<file path="src/hw/rtl/med_pkg.sv">
`default_nettype none

package med_pkg;

    typedef logic [7:0] t_byte;

    localparam logic MODE_Q = 1'b0;
    localparam logic MODE_B = 1'b1;

    localparam logic [1:0] Q_HELD_NONE  = 2'd0;
    localparam logic [1:0] Q_HELD_EQ    = 2'd1;
    localparam logic [1:0] Q_HELD_DIGIT = 2'd2;

    localparam t_byte CHAR_UNDERSCORE = 8'h5F;
    localparam t_byte CHAR_EQUALS     = 8'h3D;
    localparam t_byte CHAR_SPACE      = 8'h20;
    localparam t_byte CHAR_PLUS       = 8'h2B;
    localparam t_byte CHAR_SLASH      = 8'h2F;

    localparam int MAX_RESULTS = 3;

    typedef struct packed {
        logic [1:0] q_held_count;
        t_byte      q_held_char;
        t_byte      b_partial;
        logic [2:0] b_bit_count;
        logic       b_done;
    } t_word_state;

    typedef struct packed {
        logic [MAX_RESULTS-1:0][7:0] bytes;
        logic [1:0]                  count;
    } t_result;

    localparam t_word_state WORD_STATE_CLEAR = '0;

    // Bit 4 is set when the character is not an ASCII hex digit.
    function automatic logic [4:0] f_hex_value(t_byte c);
        logic [4:0] v;
        v = 5'h10;
        if (c >= 8'h30 && c <= 8'h39) begin
            v = 5'(c - 8'h30);
        end else if (c >= 8'h41 && c <= 8'h46) begin
            v = 5'(c - 8'h41 + 8'd10);
        end else if (c >= 8'h61 && c <= 8'h66) begin
            v = 5'(c - 8'h61 + 8'd10);
        end
        return v;
    endfunction

    // Bit 6 is set when the character is outside the base64 alphabet.
    function automatic logic [6:0] f_b64_value(t_byte c);
        logic [6:0] v;
        v = 7'h40;
        if (c >= 8'h41 && c <= 8'h5A) begin
            v = 7'(c - 8'h41);
        end else if (c >= 8'h61 && c <= 8'h7A) begin
            v = 7'(c - 8'h61 + 8'd26);
        end else if (c >= 8'h30 && c <= 8'h39) begin
            v = 7'(c - 8'h30 + 8'd52);
        end else if (c == CHAR_PLUS) begin
            v = 7'd62;
        end else if (c == CHAR_SLASH) begin
            v = 7'd63;
        end
        return v;
    endfunction

endpackage

`default_nettype wire

</file>
<file path="src/hw/rtl/med_step.sv">
`default_nettype none

module med_step (
    input  wire logic                 i_mode,
    input  wire med_pkg::t_word_state i_state,
    input  wire med_pkg::t_byte       i_text_char,
    input  wire logic                 i_word_end,
    output med_pkg::t_word_state      o_state,
    output med_pkg::t_result          o_result
);

    typedef struct packed {
        med_pkg::t_word_state st;
        med_pkg::t_result     res;
    } t_work;

    function automatic t_work f_emit(t_work w, med_pkg::t_byte b);
        t_work x;
        x = w;
        if (x.res.count != 2'd3) begin
            x.res.bytes[x.res.count] = b;
            x.res.count = x.res.count + 2'd1;
        end
        return x;
    endfunction

    function automatic t_work f_q_plain(t_work w, med_pkg::t_byte c);
        t_work x;
        x = w;
        if (c == med_pkg::CHAR_UNDERSCORE) begin
            x = f_emit(x, med_pkg::CHAR_SPACE);
        end else if (c == med_pkg::CHAR_EQUALS) begin
            x.st.q_held_count = med_pkg::Q_HELD_EQ;
        end else begin
            x = f_emit(x, c);
        end
        return x;
    endfunction

    logic [4:0] w_hex;
    logic [4:0] w_held_hex;
    logic [6:0] w_b64;
    logic [2:0] w_k;
    t_work      w_work;

    assign w_hex      = med_pkg::f_hex_value(i_text_char);
    assign w_held_hex = med_pkg::f_hex_value(i_state.q_held_char);
    assign w_b64      = med_pkg::f_b64_value(i_text_char);

    always_comb begin
        w_work.st  = i_state;
        w_work.res = '0;
        w_k        = i_state.b_bit_count;
        if (i_mode == med_pkg::MODE_Q) begin
            case (i_state.q_held_count)
                med_pkg::Q_HELD_NONE: begin
                    w_work = f_q_plain(w_work, i_text_char);
                end
                med_pkg::Q_HELD_EQ: begin
                    if (!w_hex[4]) begin
                        w_work.st.q_held_count = med_pkg::Q_HELD_DIGIT;
                        w_work.st.q_held_char  = i_text_char;
                    end else begin
                        w_work = f_emit(w_work, med_pkg::CHAR_EQUALS);
                        w_work.st.q_held_count = med_pkg::Q_HELD_NONE;
                        w_work = f_q_plain(w_work, i_text_char);
                    end
                end
                default: begin
                    if (!w_hex[4]) begin
                        w_work = f_emit(w_work, {w_held_hex[3:0], w_hex[3:0]});
                        w_work.st.q_held_count = med_pkg::Q_HELD_NONE;
                    end else begin
                        w_work = f_emit(w_work, med_pkg::CHAR_EQUALS);
                        w_work = f_emit(w_work, i_state.q_held_char);
                        w_work.st.q_held_count = med_pkg::Q_HELD_NONE;
                        w_work = f_q_plain(w_work, i_text_char);
                    end
                end
            endcase
            if (i_word_end) begin
                if (w_work.st.q_held_count != med_pkg::Q_HELD_NONE) begin
                    w_work = f_emit(w_work, med_pkg::CHAR_EQUALS);
                end
                if (w_work.st.q_held_count == med_pkg::Q_HELD_DIGIT) begin
                    w_work = f_emit(w_work, w_work.st.q_held_char);
                end
            end
        end else if (!i_state.b_done) begin
            if (i_text_char == med_pkg::CHAR_EQUALS) begin
                w_work.st.b_done = 1'b1;
            end else if (!w_b64[6]) begin
                if (w_k >= 3'd2) begin
                    w_k = w_k - 3'd2;
                    w_work = f_emit(w_work,
                        i_state.b_partial | (8'({2'b00, w_b64[5:0]}) >> w_k));
                    w_work.st.b_partial =
                        8'({2'b00, w_b64[5:0]}) << (4'd8 - {1'b0, w_k});
                    w_work.st.b_bit_count = w_k;
                end else begin
                    w_work.st.b_partial = i_state.b_partial |
                        (8'({2'b00, w_b64[5:0]}) << (w_k + 3'd2));
                    w_work.st.b_bit_count = w_k + 3'd6;
                end
            end
        end
        if (i_word_end) begin
            w_work.st = med_pkg::WORD_STATE_CLEAR;
        end
    end

    assign o_state  = w_work.st;
    assign o_result = w_work.res;

endmodule

`default_nettype wire

</file>
<file path="src/hw/rtl/mime_encoded_word_decoder_top.sv">
`default_nettype none

// Channel   Direction  Handshake              Payload
// input     in         i_valid / o_stall      i_text_char, i_word_end
// result    out        o_valid / i_stall      o_decoded_byte, o_run_last
// config    in         i_cfg_valid / o_cfg_ready  i_cfg_decode_mode
//
// One character is taken per cycle while it causes at most one result.
// A character that causes two or three results holds the input while the result
// buffer drains one byte per cycle.
// Reset is synchronous and active low; it selects Q decoding and clears the word.
// A stall on the result side stops the input once the buffer holds its last byte.

module mime_encoded_word_decoder_top (
    input  wire logic           i_clk,
    input  wire logic           i_rst_n,
    input  wire logic           i_valid,
    output logic                o_stall,
    input  wire med_pkg::t_byte i_text_char,
    input  wire logic           i_word_end,
    output logic                o_valid,
    input  wire logic           i_stall,
    output med_pkg::t_byte      o_decoded_byte,
    output logic                o_run_last,
    input  wire logic           i_cfg_valid,
    output logic                o_cfg_ready,
    input  wire logic           i_cfg_decode_mode
);

    logic                 r_mode;
    med_pkg::t_word_state r_state;
    med_pkg::t_word_state n_state;
    med_pkg::t_result     w_result;
    logic [med_pkg::MAX_RESULTS-1:0][7:0] r_bytes;
    logic [1:0]           r_cnt;
    logic                 w_accept;
    logic                 w_take;
    logic                 w_cfg_write;

    med_step u_step (
        .i_mode      (r_mode),
        .i_state     (r_state),
        .i_text_char (i_text_char),
        .i_word_end  (i_word_end),
        .o_state     (n_state),
        .o_result    (w_result)
    );

    assign o_cfg_ready    = 1'b1;
    assign w_cfg_write    = i_cfg_valid && o_cfg_ready;
    assign o_valid        = (r_cnt != 2'd0);
    assign o_stall        = (r_cnt > 2'd1) || ((r_cnt == 2'd1) && i_stall);
    assign w_accept       = i_valid && !o_stall;
    assign w_take         = o_valid && !i_stall;
    assign o_decoded_byte = r_bytes[0];
    assign o_run_last     = (r_cnt == 2'd1);

    always_ff @(posedge i_clk) begin
        if (!i_rst_n) begin
            r_mode  <= med_pkg::MODE_Q;
            r_state <= med_pkg::WORD_STATE_CLEAR;
        end else if (w_cfg_write) begin
            r_mode  <= i_cfg_decode_mode;
            r_state <= med_pkg::WORD_STATE_CLEAR;
        end else if (w_accept) begin
            r_state <= n_state;
        end
    end

    always_ff @(posedge i_clk) begin
        if (!i_rst_n) begin
            r_cnt <= 2'd0;
        end else if (w_accept) begin
            r_cnt <= w_result.count;
        end else if (w_take) begin
            r_cnt <= r_cnt - 2'd1;
        end
    end

    always_ff @(posedge i_clk) begin
        if (w_accept) begin
            r_bytes <= w_result.bytes;
        end else if (w_take) begin
            r_bytes <= {8'h00, r_bytes[med_pkg::MAX_RESULTS-1:1]};
        end
    end

    a_accept_only_when_draining: assert property (@(posedge i_clk) disable iff (!i_rst_n)
        w_accept |-> (r_cnt == 2'd0) || ((r_cnt == 2'd1) && w_take))
        else $error("input request taken while results were still queued");

    a_b_mode_single_result: assert property (@(posedge i_clk) disable iff (!i_rst_n)
        (w_accept && (r_mode == med_pkg::MODE_B)) |=> (r_cnt <= 2'd1))
        else $error("base64 request produced more than one byte");

    a_last_take_empties: assert property (@(posedge i_clk) disable iff (!i_rst_n)
        (w_take && (r_cnt == 2'd1) && !w_accept) |=> !o_valid)
        else $error("result buffer not empty after its last byte was taken");

    a_multi_result_holds_input: assert property (@(posedge i_clk) disable iff (!i_rst_n)
        (w_accept && (w_result.count > 2'd1)) |=> o_stall)
        else $error("input not held while a burst of results drains");

endmodule

`default_nettype wire
</file>
<file path="config.mk">
export PLATFORM = sky130hd
export DESIGN_NAME = mime_encoded_word_decoder_top
export DESIGN_NICKNAME = d
export VERILOG_FILES = /design/src/hw/rtl/med_pkg.sv /design/src/hw/rtl/med_step.sv /design/src/hw/rtl/mime_encoded_word_decoder_top.sv
export SDC_FILE = /design/constraint.sdc
export NUM_CORES = 1
export LEC_CHECK = 0
export ABC_AREA = 1
export BUFFER_PORTS_ARGS = -buffer_cell sky130_fd_sc_hd__buf_4
export CELL_PAD_IN_SITES_DETAIL_PLACEMENT = 0
export CELL_PAD_IN_SITES_GLOBAL_PLACEMENT = 1
export CORE_AREA = 4 4 100 102
export CTS_BUF_LIST = sky130_fd_sc_hd__clkbuf_8
export DETAILED_ROUTE_END_ITERATION = 10
export DIE_AREA = 0 0 104 106
export GPL_TIMING_DRIVEN = 0
export MAX_ROUTING_LAYER = met4
export PLACE_DENSITY_LB_ADDON = 0.3
export SYNTH_ARGS = -nofsm -noshare
export SYNTH_HDL_FRONTEND = slang
export SYNTH_SLANG_ARGS = --single-unit
</file>
<file path="constraint.sdc">
create_clock -name i_clk -period 7.2 [get_ports i_clk]
set_input_delay 1.44 -clock i_clk [delete_from_list [all_inputs] [get_ports i_clk]]
set_output_delay 1.44 -clock i_clk [all_outputs]
set_load 0.01 [all_outputs]
</file>
### Word-level counts from Yosys, hierarchy flattened

Cells that the tools add are included.

| storage, ports and cells | value |
|---|---|
| flip-flop bits (word level) | 49 |
| bits in latches | 0 |
| memory bits (writable) | 0 |
| bits in read-only memories | 0 |
| input bits | 15 |
| output and inout port bits | 12 |
| word-level logic and storage cells | 187 |
| memories | 0 |

| cells by class | value |
|---|---|
| $add $sub $neg | 22 |
| multiply operators | 0 |
| div/mod/pow operators | 0 |
| magnitude comparators | 26 |
| equality and inequality tests | 16 |
| shift operators | 3 |
| muxes and demuxes | 71 |
| bitwise operators | 12 |
| reduce and logical (&&, ||, !) cells | 27 |

Operators by type and width:

| cell | count |
|---|---|
| 26-bit 2-to-1 mux | 15 |
| 48-bit 2-to-1 mux | 7 |
| 38-bit 2-to-1 mux | 3 |
| 24-bit bitwise mux | 4 |
| 48-bit case mux with 2 select lines | 1 |
| 47-bit 2-to-1 mux | 2 |
| 8-bit demux with 2-bit select | 5 |
| 10-bit 2-to-1 mux | 8 |
| 8-bit by 7-bit <= comparator with 1-bit output, second input constant | 6 |
| 24-bit 2-to-1 mux | 2 |
| 21-bit NOT | 2 |
| 8-bit 2-to-1 mux | 5 |
| 7-bit 2-to-1 mux | 5 |
| 8-bit by 7-bit greater-or-equal comparator with 1-bit output, second input constant | 4 |
| 8-bit by 6-bit equality test with 1-bit output, second input constant | 3 |
| 11-bit 2-to-1 mux | 2 |
| 22-bit 2-to-1 mux | 1 |
| 21-bit bitwise AND | 1 |
| 7-bit by 21-bit bitwise AND with 21-bit output | 1 |
| 8-bit by 6-bit greater-or-equal comparator with 1-bit output, second input constant | 2 |
| 8-bit by 6-bit <= comparator with 1-bit output, second input constant | 2 |
| 1-bit logical AND | 16 |
| 8-bit bitwise OR | 2 |
| 2-bit by 3-bit < comparator with 1-bit output, second input constant | 5 |
| 41 further kinds | 73 |

### Logic depth before layout (Yosys ltp)

Gate-level depths: netlist of the first run.

| logic depth | value |
|---|---|
| depth in word-level cells | 48 |
| depth in mapped cells | 21 |
| depth with buffers taken out | 20 |

### Hierarchy

Synthesis of the first run repeated with hierarchy kept, for this count alone.

| second synthesis, totals | value |
|---|---|
| cell total of the unflattened synthesis | 869 |
| area, all modules | 5410.2 um2 |

By module, submodules not included:

| module | instances | cells each | area an instance (um2) | seq. area each (um2) |
|---|---|---|---|---|
| med_step | 1 | 632 | 3253.1 | 0.0 |
| mime_encoded_word_decoder_top | 1 | 237 | 2157.1 | 1221.2 |

### Worst setup path before layout of the first run

No wires, ideal clock.

| timing | value |
|---|---|
| kind | in2reg |
| from | input port i_stall |
| to | register r_cnt[0] |
| setup time | 70 ps |
| data arrival time | 3842 ps |
| data required time | 7130 ps |
| slack | 3289 ps |
| stages on the path | 5 |
| buffers on the path | 0 |
| path through | o21ai_0 > inv_1 > a21oi_1 > nand2_1 > a21oi_1 |

| between the ends | value |
|---|---|
| cells in the longest elaborated chain, start to end | 5 |
| elaborated cells on any way between the ends | 8 |
| classes of those cells | mux: 1; reduce/logical: 7 |

Ends and longest elaborated chain:

| what | line | source |
|---|---|---|
| from (decl) | mime_encoded_word_decoder_top.sv:22 | `input wire logic i_stall,` |
| 1-bit logical AND | mime_encoded_word_decoder_top.sv:52 | `assign o_stall = (r_cnt > 2'd1) \|\| ((r_cnt == 2'd1) && i_stall);` |
| 1-bit logical OR | mime_encoded_word_decoder_top.sv:52 |  |
| 1-bit logical NOT | mime_encoded_word_decoder_top.sv:53 | `assign w_accept = i_valid && !o_stall;` |
| 1-bit logical AND | mime_encoded_word_decoder_top.sv:53 |  |
| 2-bit 2-to-1 mux / 2-bit nonzero test (equally long branches) | -- |  |
| to (signal assigned) | mime_encoded_word_decoder_top.sv:74 | `r_cnt <= w_result.count;` |
| to (signal assigned) | mime_encoded_word_decoder_top.sv:76 | `r_cnt <= r_cnt - 2'd1;` |
| to (decl) | mime_encoded_word_decoder_top.sv:35 | `logic [1:0] r_cnt;` |

Several ways; a longest one is shown, not always the timed one.
A chain may end at the register's enable or synchronous reset.

### Worst setup path in the final report of the first run

| timing | value |
|---|---|
| from | input port i_text_char[4] |
| to | register r_bytes, in the netlist o_decoded_byte[1], data pin |

| between the ends | value |
|---|---|
| cells in the longest elaborated chain, start to end | 24 |
| elaborated cells on any way between the ends | 78 |
| classes of those cells | add/sub: 8; order compare: 12; eq/ne: 7; shift: 1; mux: 39; bitwise: 3; reduce/logical: 8 |

Ends and longest elaborated chain:

| what | line | source |
|---|---|---|
| from (decl) | mime_encoded_word_decoder_top.sv:19 | `input wire med_pkg::t_byte i_text_char,` |
| branches (longest 22 deep; another with 7-bit subtractor) | -- |  |
| 48-bit 2-to-1 mux (*) | med_step.sv:54 | `if (i_mode == med_pkg::MODE_Q) begin` |
| 24-bit 2-to-1 mux (*) | mime_encoded_word_decoder_top.sv:81 | `if (w_accept) begin` |
| to (signal assigned) | mime_encoded_word_decoder_top.sv:82 | `r_bytes <= w_result.bytes;` |
| to (signal assigned) | mime_encoded_word_decoder_top.sv:84 | `r_bytes <= {8'h00, r_bytes[med_pkg::MAX_RESULTS-1:1]};` |
| to (decl) | mime_encoded_word_decoder_top.sv:34 | `logic [med_pkg::MAX_RESULTS-1:0][7:0] r_bytes;` |

Mark *: on every way between the ends. The select of a mux whose other input is x is not followed.

==> summary.md, run 1 <==
By area the synthesized netlist is led by nand2_1 17%, edfxtp_1 17%, dfxtp_1 11%. The arrival time reported for the critical path endpoint was 3.88 ns; the final net count was 726. The logs give 0.380 for the headroom to the max-slew limit and 4.63 ns for the worst setup slack for register-to-register paths. Setup repair after global routing left no endpoint under its margin. The post-route worst setup slack is 3.37 ns.

Summing every instance area after synthesis gives 0.00435 sq mm. The insertion delay to the later sink of the worst-skew pair is 0.32 ns. The final layout contains routed wiring with a total length of 13.0 mm. The floorplan step set the die height to 106 microns. For this run, design rule violations remaining after detail routing come to 0. The number of cells on the worst hold path is 2.

The met1 capacity usage during global routing is 0.310, and the top-level I/O count is 27. TritonCTS built the clock tree. For hold timing, the worst endpoint is r_state[4]. Worst-case reg-to-reg path depth: 12. The number of failing setup endpoints in the final timing report came out at 0.

The run finished with clean final reports. In this run the number of H-tree levels came out at 2. The internal power of the cells totals 0.615 mW. The share of synthesized flip-flops with an asynchronous set or reset is 0, and the switching power is 0.320 mW. The synthesized design spends more area on one cell type than any other, namely nand2_1.

The first-pass iteration count of the detailed router came out at 5. The met2 demand-to-capacity share in global routing was 0.406; the leakage power summed over all cells was 2.18 nW. The synthesized flop and latch total works out to 48.

The tools report the critical path startpoint category as an input pin. For the post-synth net total, the log shows 694. The run gives 791 as the number of placed instances with taps included. The final period utilization is 0.531. The area growth from synthesis to layout was 10.9%; the maximum clock path buffer count was 2. After global routing, the most crowded layer is met2.

The run gives 4,222 as the number of global-route vias before repair. The fraction of final layout cells sized beyond drive strength 1 was 0.158; the largest fanout on the critical path was 10. The cts-stage hold buffer count came out at 0.

The first global-routing pass estimated 21.2 mm of wire. The upper clock frequency limit is 0.261 GHz. For the pin with the worst max-slew slack, the measured transition is 0.927 ns.

The clock drives 48 sinks. The number of instances in the synthesized netlist is 655, and the total negative slack is 0 ns. The part of the Yosys area used for sequential elements is 0.276. The critical path endpoint category was a flip-flop. In this run the horizontal extent of the chip is 104 microns. The routing usage on met3 was 0.0291.

The flip-flop cell with the highest count after synthesis was edfxtp_1. The min-delay analysis places its worst path in the category flip-flop to flip-flop. At the worst endpoint, the required time is 7.25 ns. For the total vias in the final route, the log shows 4,379. The post-cts repair resize count was 0; the areal power density over the cells was 194 mW/mm^2.

Clock share of power: 0.261. Once detail routing completed, the nets flagged for antenna violations numbered 0. The tools report the all-layer global routing usage as 0.243. Counting flops with a built-in enable in the synthesized netlist gives 24.

The synthesized netlist contains 47 unique library cells. The die covers 0.0110 sq mm. For the sum of net half-perimeters after detailed placement, the log shows 10.3 mm. The run gives 0.391 as the sequential group share of total power. The tools report the endpoint of the most critical register-to-register path as r_bytes[16]. The critical path is of the input pin to flip-flop type. The total of buffers placed on input and output ports is 24.

Portion of total power attributed to combinational logic: 0.347. The finished layout holds 799 standard cells, fillers aside. The number of antenna cells inserted was 0.

The floorplan has 35 rows. The starting utilization of the core area came out at 0.478. The number of fill cells in the layout was 934. The logs give 0 for the number of antenna violations at the first check in global routing and 0.0250 ns for the worst clock skew.

The tools report the final weighted congestion in routability-driven placement as 0.972. After detailed routing, the number of vias per cell comes to 5.48. Buffers added to address setup during post-CTS repair amount to 0.

The per-cell routed wire length is 16.2 microns, and the setup slack after placement is 3.06 ns. For this run the aggregate overflow at the end of global routing stands at 0. The minimum clock period after layout is 3.83 ns. The tools report the number of slew-limit violations in the final report as 0. The startpoint identified for the worst register-to-register timing path is r_cnt[0].

Entering global routing, the biggest net connects 19 pins. Across the run, the number of max-cap violations was 0. In this run the clock root is driven by a clkbuf_8.

After clock tree synthesis, the clock-pin slew on the worst setup and hold paths is 0.11 ns. Total power for the finished layout comes to 0.936 mW. The detailed router finished its first iteration with 303 violations. The proportion of total power due to net switching came out at 0.342. The hold violation total from the final report was 0; the placeable core area was 0.00911 sq mm. VDD sags by at most 126 uV. Hold is met by 0.455 ns.

The share of the synthesized area in the top cell type works out to 0.167. In this run, CTS created clock tree buffers numbering 5. The per-instance average area after synthesis was 6.64 sq um. The worst hold path begins at r_state[4]. During synthesis, Yosys emitted a total of 0 warnings.
per-layer routing:
layer,up-vias,wire (microns)
met5,-,0
met3,28,679
met1,1986,5860
met4,0,295
li1,2234,-
met2,131,6120
Yosys cell counts, types with 2 or more instances:
cell type    n
nand2_1    194
nand3_1     63
inv_1       58
nor2_1      46
o21ai_0     33
a21oi_1     31
dfxtp_1     24
edfxtp_1    24
ha_1        24
o21ai_1     17
buf_4       12
inv_2       12
o22ai_1     11
nand4_1      9
clkbuf_1     8
nand2_2      8
nand3_2      8
nor3_1       8
a21oi_2      7
nor2_2       7
nand2_4      4
o211ai_1     4
xor2_1       4
a22oi_1      3
inv_4        3
nor2_4       3
o21ai_2      3
a211oi_1     2
a21boi_0     2
buf_2        2
buf_6        2
nor4_1       2
o31ai_1      2
or2_1        2
cell type report:
class                   count  area, sq um  area share
clock inverters             3         68.8      0.0143
well taps                 111          139      0.0288
flip-flops and latches     48         1200       0.249
repair buffers             25          195      0.0404
inverters                  74          285      0.0591
multi-input cells         508         2710       0.562
clock buffers               5         68.8      0.0143
plain buffers              25          156      0.0324
logic make-up after synthesis:
group           count (synthesis)  synth area share
simple gates                  357             0.376
compound gates                122             0.168
buf+inv                        99             0.102
flops                          48             0.276
fa+ha+maj                      24            0.0690
xor+xnor                        4           0.00805
other cells                     1          0.000862
stage by stage:
step	area [sq um]	utilization
floorplan	4350	-
global placement	4670	0.513
detailed placement	4690	0.515
CTS	4830	0.530
global route	4830	0.530
finish	4830	0.530
layout by cell type, fill, tap and decap left out, types with 2 or more instances in the layout:
cell	netlist	layout
nand2_1	194	194
nor2_2	7	7
a21oi_1	31	31
a211oi_1	2	2
o21ai_1	17	17
edfxtp_1	24	24
ha_1	24	24
clkbuf_1	8	8
nand3_2	8	8
a21boi_0	2	2
nand3_1	63	63
inv_1	58	58
a22oi_1	3	3
nand4_1	9	9
buf_2	2	2
a21oi_2	7	7
bufinv_16	0	2
o21ai_0	33	32
nor3_1	8	8
dfxtp_1	24	24
inv_4	3	3
nand2_2	8	8
nor2_1	46	46
o211ai_1	4	4
or2_1	2	2
xor2_1	4	4
o21ai_2	3	4
nand2_4	4	4
buf_4	12	36
buf_6	2	2
o22ai_1	11	11
inv_2	12	12
clkbuf_8	0	5
nor4_1	2	2
o31ai_1	2	2
nor2_4	3	3
state kept, by name (all words and copies together), names as in the netlist:
name / cells
r_state: 21
r_bytes: 16
o_decoded_byte: 8
r_cnt: 2
r_mode: 1
worst max-delay path, stage by stage:
cell and delay (ns):
buf_4 0.13, buf_4 0.18, inv_1 0.26, ha_1 0.31, inv_1 0.07, nor2_1 0.15
a21oi_1 0.10, nor2_2 0.27, nand3_1 0.11, nand3_1 0.08, nand2_1 0.11, nand2_1 0.16
nor2_1 0.06, o31ai_1 0.33, nand2_1 0.11
power groups by stage:
stage               registers (mW)  logic [mW]  clock network [mW]
finish                       0.366       0.325               0.244
global route                 0.372       0.360               0.258
CTS                          0.367       0.324               0.247
detailed placement           0.372       0.323                   0
global placement             0.374       0.312                   0
floorplan                    0.370       0.214                   0
worst max path at each step:
stage / startpoint / end / slack, ns / depth (start not counted)
2_1_floorplan: i_stall / r_cnt[0] / 3.29 / 5
4_1_cts: i_text_char[4] / o_decoded_byte[1] / 3.38 / 15
3_5_place_dp: i_text_char[4] / o_decoded_byte[1] / 3.06 / 15
3_3_place_gp: i_stall / r_cnt[0] / 2.49 / 6
6_report: i_text_char[4] / o_decoded_byte[1] / 3.37 / 15
5_1_grt: i_text_char[4] / o_decoded_byte[1] / 3.23 / 17
No activity file was read; power rests on OpenSTA's default activity.
==> inputs of run 2 (changes only) <==
--- a/config.mk
+++ b/config.mk
@@ -9,10 +9,10 @@
 export BUFFER_PORTS_ARGS = -buffer_cell sky130_fd_sc_hd__buf_4
 export CELL_PAD_IN_SITES_DETAIL_PLACEMENT = 0
 export CELL_PAD_IN_SITES_GLOBAL_PLACEMENT = 1
-export CORE_AREA = 4 4 100 102
+export CORE_AREA = 4 4 103 105
 export CTS_BUF_LIST = sky130_fd_sc_hd__clkbuf_8
 export DETAILED_ROUTE_END_ITERATION = 10
-export DIE_AREA = 0 0 104 106
+export DIE_AREA = 0 0 107 109
 export GPL_TIMING_DRIVEN = 0
 export MAX_ROUTING_LAYER = met4
 export PLACE_DENSITY_LB_ADDON = 0.3
==> constraint.sdc (replaced) <==
create_clock -name i_clk -period 3.6 [get_ports i_clk]
set_input_delay 0.72 -clock i_clk [delete_from_list [all_inputs] [get_ports i_clk]]
set_output_delay 0.72 -clock i_clk [all_outputs]
set_load 0.01 [all_outputs]
==> summary.md, run 2 (synthesis gave the netlist of run 1 again) <==
The starting utilization of the core area was 0.451. The tools report the cts-stage hold buffer count as 0. The portion of total power attributed to combinational logic is 0.381. The floorplan step defined a core boundary enclosing 0.00964 sq mm. The arrival time reported for the critical path endpoint is 3.15 ns.

After detailed routing, the number of vias per cell comes to 5.41. The logs give 726 for the final net count and 13.0 mm for the final wirelength. The data required time at the worst endpoint is 3.66 ns, and the largest voltage drop on the vdd net is 195 uV. The startpoint of the worst hold path is r_state[4]. The first global-routing pass estimated 21.0 mm of wire.

The power after layout was 1.74 mW; the headroom to the max-slew limit was 0.391. The internal power of the cells totals 1.10 mW. The finished layout holds 821 standard cells, fillers aside. The leakage power summed over all cells was 2.16 nW. The die is 109 microns tall.

The number of H-tree branching levels is 2, and the area growth from synthesis to layout is 10.8%. The worst clock skew is 0.0103 ns, and the areal power density over the cells is 361 mW/mm^2. The worst-case reg-to-reg path depth works out to 13.

The number of setup buffers added after CTS was 0. Detailed placement finished with a half-perimeter wire length of 10.4 mm. The final period utilization is 0.858, and the number of max-cap violations is 0.

In this run, CTS created clock tree buffers numbering 5. Routability-driven placement finished with a final weighted congestion of 0.993. Number of global-route vias before repair: 4,205. The tools report the overall overflow remaining after global route as 0.

Die width: 107 microns. The floorplan die area was 0.0117 sq mm. Prior to clock tree synthesis, the placed netlist has a worst setup slack of 0.188 ns. The run gives 20 as the pin count of the biggest net entering global routing.

The register with the most flip-flops in the final layout is r_state. The tools report the worst slack on hold paths as 0.472 ns. The worst setup slack for register-to-register paths is 1.02 ns. The final route contains 4,443 vias. The register with the most flip-flops in the layout has 21 of them.

In the layout the commonest cells are 194 x nand2_1, 63 x nand3_1, 58 x inv_1. For the number of fill cells in the layout, the log shows 1,024. The critical path endpoint category was a flip-flop. The per-cell routed wire length was 15.8 microns; the maximum clock path buffer count was 2. During I/O placement, the number of pins put on the boundary was 27. CTS placed an instance of clkbuf_8 at the clock tree root.

The worst register-to-register path begins at r_cnt[1]. The proportion of total power due to net switching is 0.367. Once placement completed, the tool counted placed cells totaling 813.

The worst setup path is of the input pin to flip-flop kind. The final cell utilization of the core came out at 0.500. In this run the critical register-to-register path is captured at r_bytes[18]. Of all nets on the critical path, the largest fanout is 10.

The logs give 0.421 for the sequential group share of total power and 0 ns for the total negative slack. For the hold violation total from the final report, the log shows 0. Setup violations remaining at the end of the flow were counted as 0.

The post-route cell area is 0.00482 sq mm, and the post-cts repair resize count is 0. The run gives 36 as the number of standard-cell rows in the floorplan. The first-iteration detailed-routing DRC count is 388. The run gives 0 as the number of remaining DRC errors. The run gives 0 as the number of slew-limit violations in the final report. The worst setup path is launched from an input pin. The all-layer global routing usage came out at 0.236. For the pin with the worst max-slew slack, the measured transition is 0.909 ns. In this run the remaining antenna-violating nets after routing total 0.

For the TritonCTS sink count, the log shows 48. For the total placed instance area, the log shows 0.00473 sq mm. The most critical setup path has its startpoint at i_text_char[4]. The fraction of final layout cells sized beyond drive strength 1 works out to 0.158. The logs give 0 for the number of antenna violations at the first check in global routing and 0.199 for the clock share of power. Summed over all nets, the switching power comes to 0.639 mW. Before antenna repair, the detailed router went through 5 iterations.

The number of antenna cells inserted came out at 0. Setup repair after global routing left no endpoint under its margin. The worst setup path endpoint was o_decoded_byte[3]. The post-route worst setup slack was 0.511 ns. TritonCTS built the clock tree.

Leaving out fill and tap cells, the most frequent cell in the layout is nand2_1. Clock latency on the worst-skew pair, taken at its later pin, is 0.32 ns. The worst path in the final design needs a cycle of 3.09 ns, including I/O delays and setup. The flow ran to the end, and the final reports show no timing, DRC or antenna violations.

Input and output buffers added on the ports amount to 24. The clock transition time at the flip-flop clock pins of the worst setup and hold paths came out at 0.10 ns. The path type of the worst min-delay path is flip-flop to flip-flop.

The upper clock frequency limit is 0.324 GHz.
[run 2: how the worst min path moves through the flow]
stage,slack [ns],endpoint,cells after the start
detailed placement,0.45,r_state[4],2
finish,0.47,r_state[4],2
floorplan,0.43,r_state[4],2
CTS,0.47,r_state[4],2
global route,0.49,r_state[4],2
global placement,0.45,r_state[4],2
[run 2: layer usage]
layer,GRT usage,up-vias,share of wire
met1,0.293,2032,0.45
met3,0.0403,25,0.053
met4,0.0639,0,0.022
met5,-,-,0
li1,-,2232,-
met2,0.399,154,0.48
[run 2: power by group through the flow]
stage	combinational [mW]	sequential (mW)	clock, mW
after global routing	0.735	0.741	0.373
after CTS	0.662	0.732	0.352
after floorplan	0.429	0.740	0
final	0.661	0.731	0.346
after detailed placement	0.660	0.745	0
after global placement	0.623	0.751	0
[run 2: worst max-delay path, stage by stage]
cell and delay, ns:
buf_4 0.13, buf_4 0.18, inv_1 0.25, ha_1 0.32
inv_1 0.06, nor2_1 0.15, a21oi_1 0.10, nor2_2 0.25
nand3_1 0.11, nand3_1 0.08, nand2_1 0.10, o21ai_0 0.17
nor2_1 0.06, o21ai_0 0.31, nand3_1 0.15
[run 2: layout make-up]
cell class	instances	area, sq um	share of cell area
sequential	48	1200	0.249
multi-input combinational	508	2710	0.563
clock buffer	5	68.8	0.0143
inverter	74	285	0.0592
timing repair buffer	25	208	0.0431
clock inverter	3	22.5	0.00467
tap	133	166	0.0345
buffer	25	156	0.0325
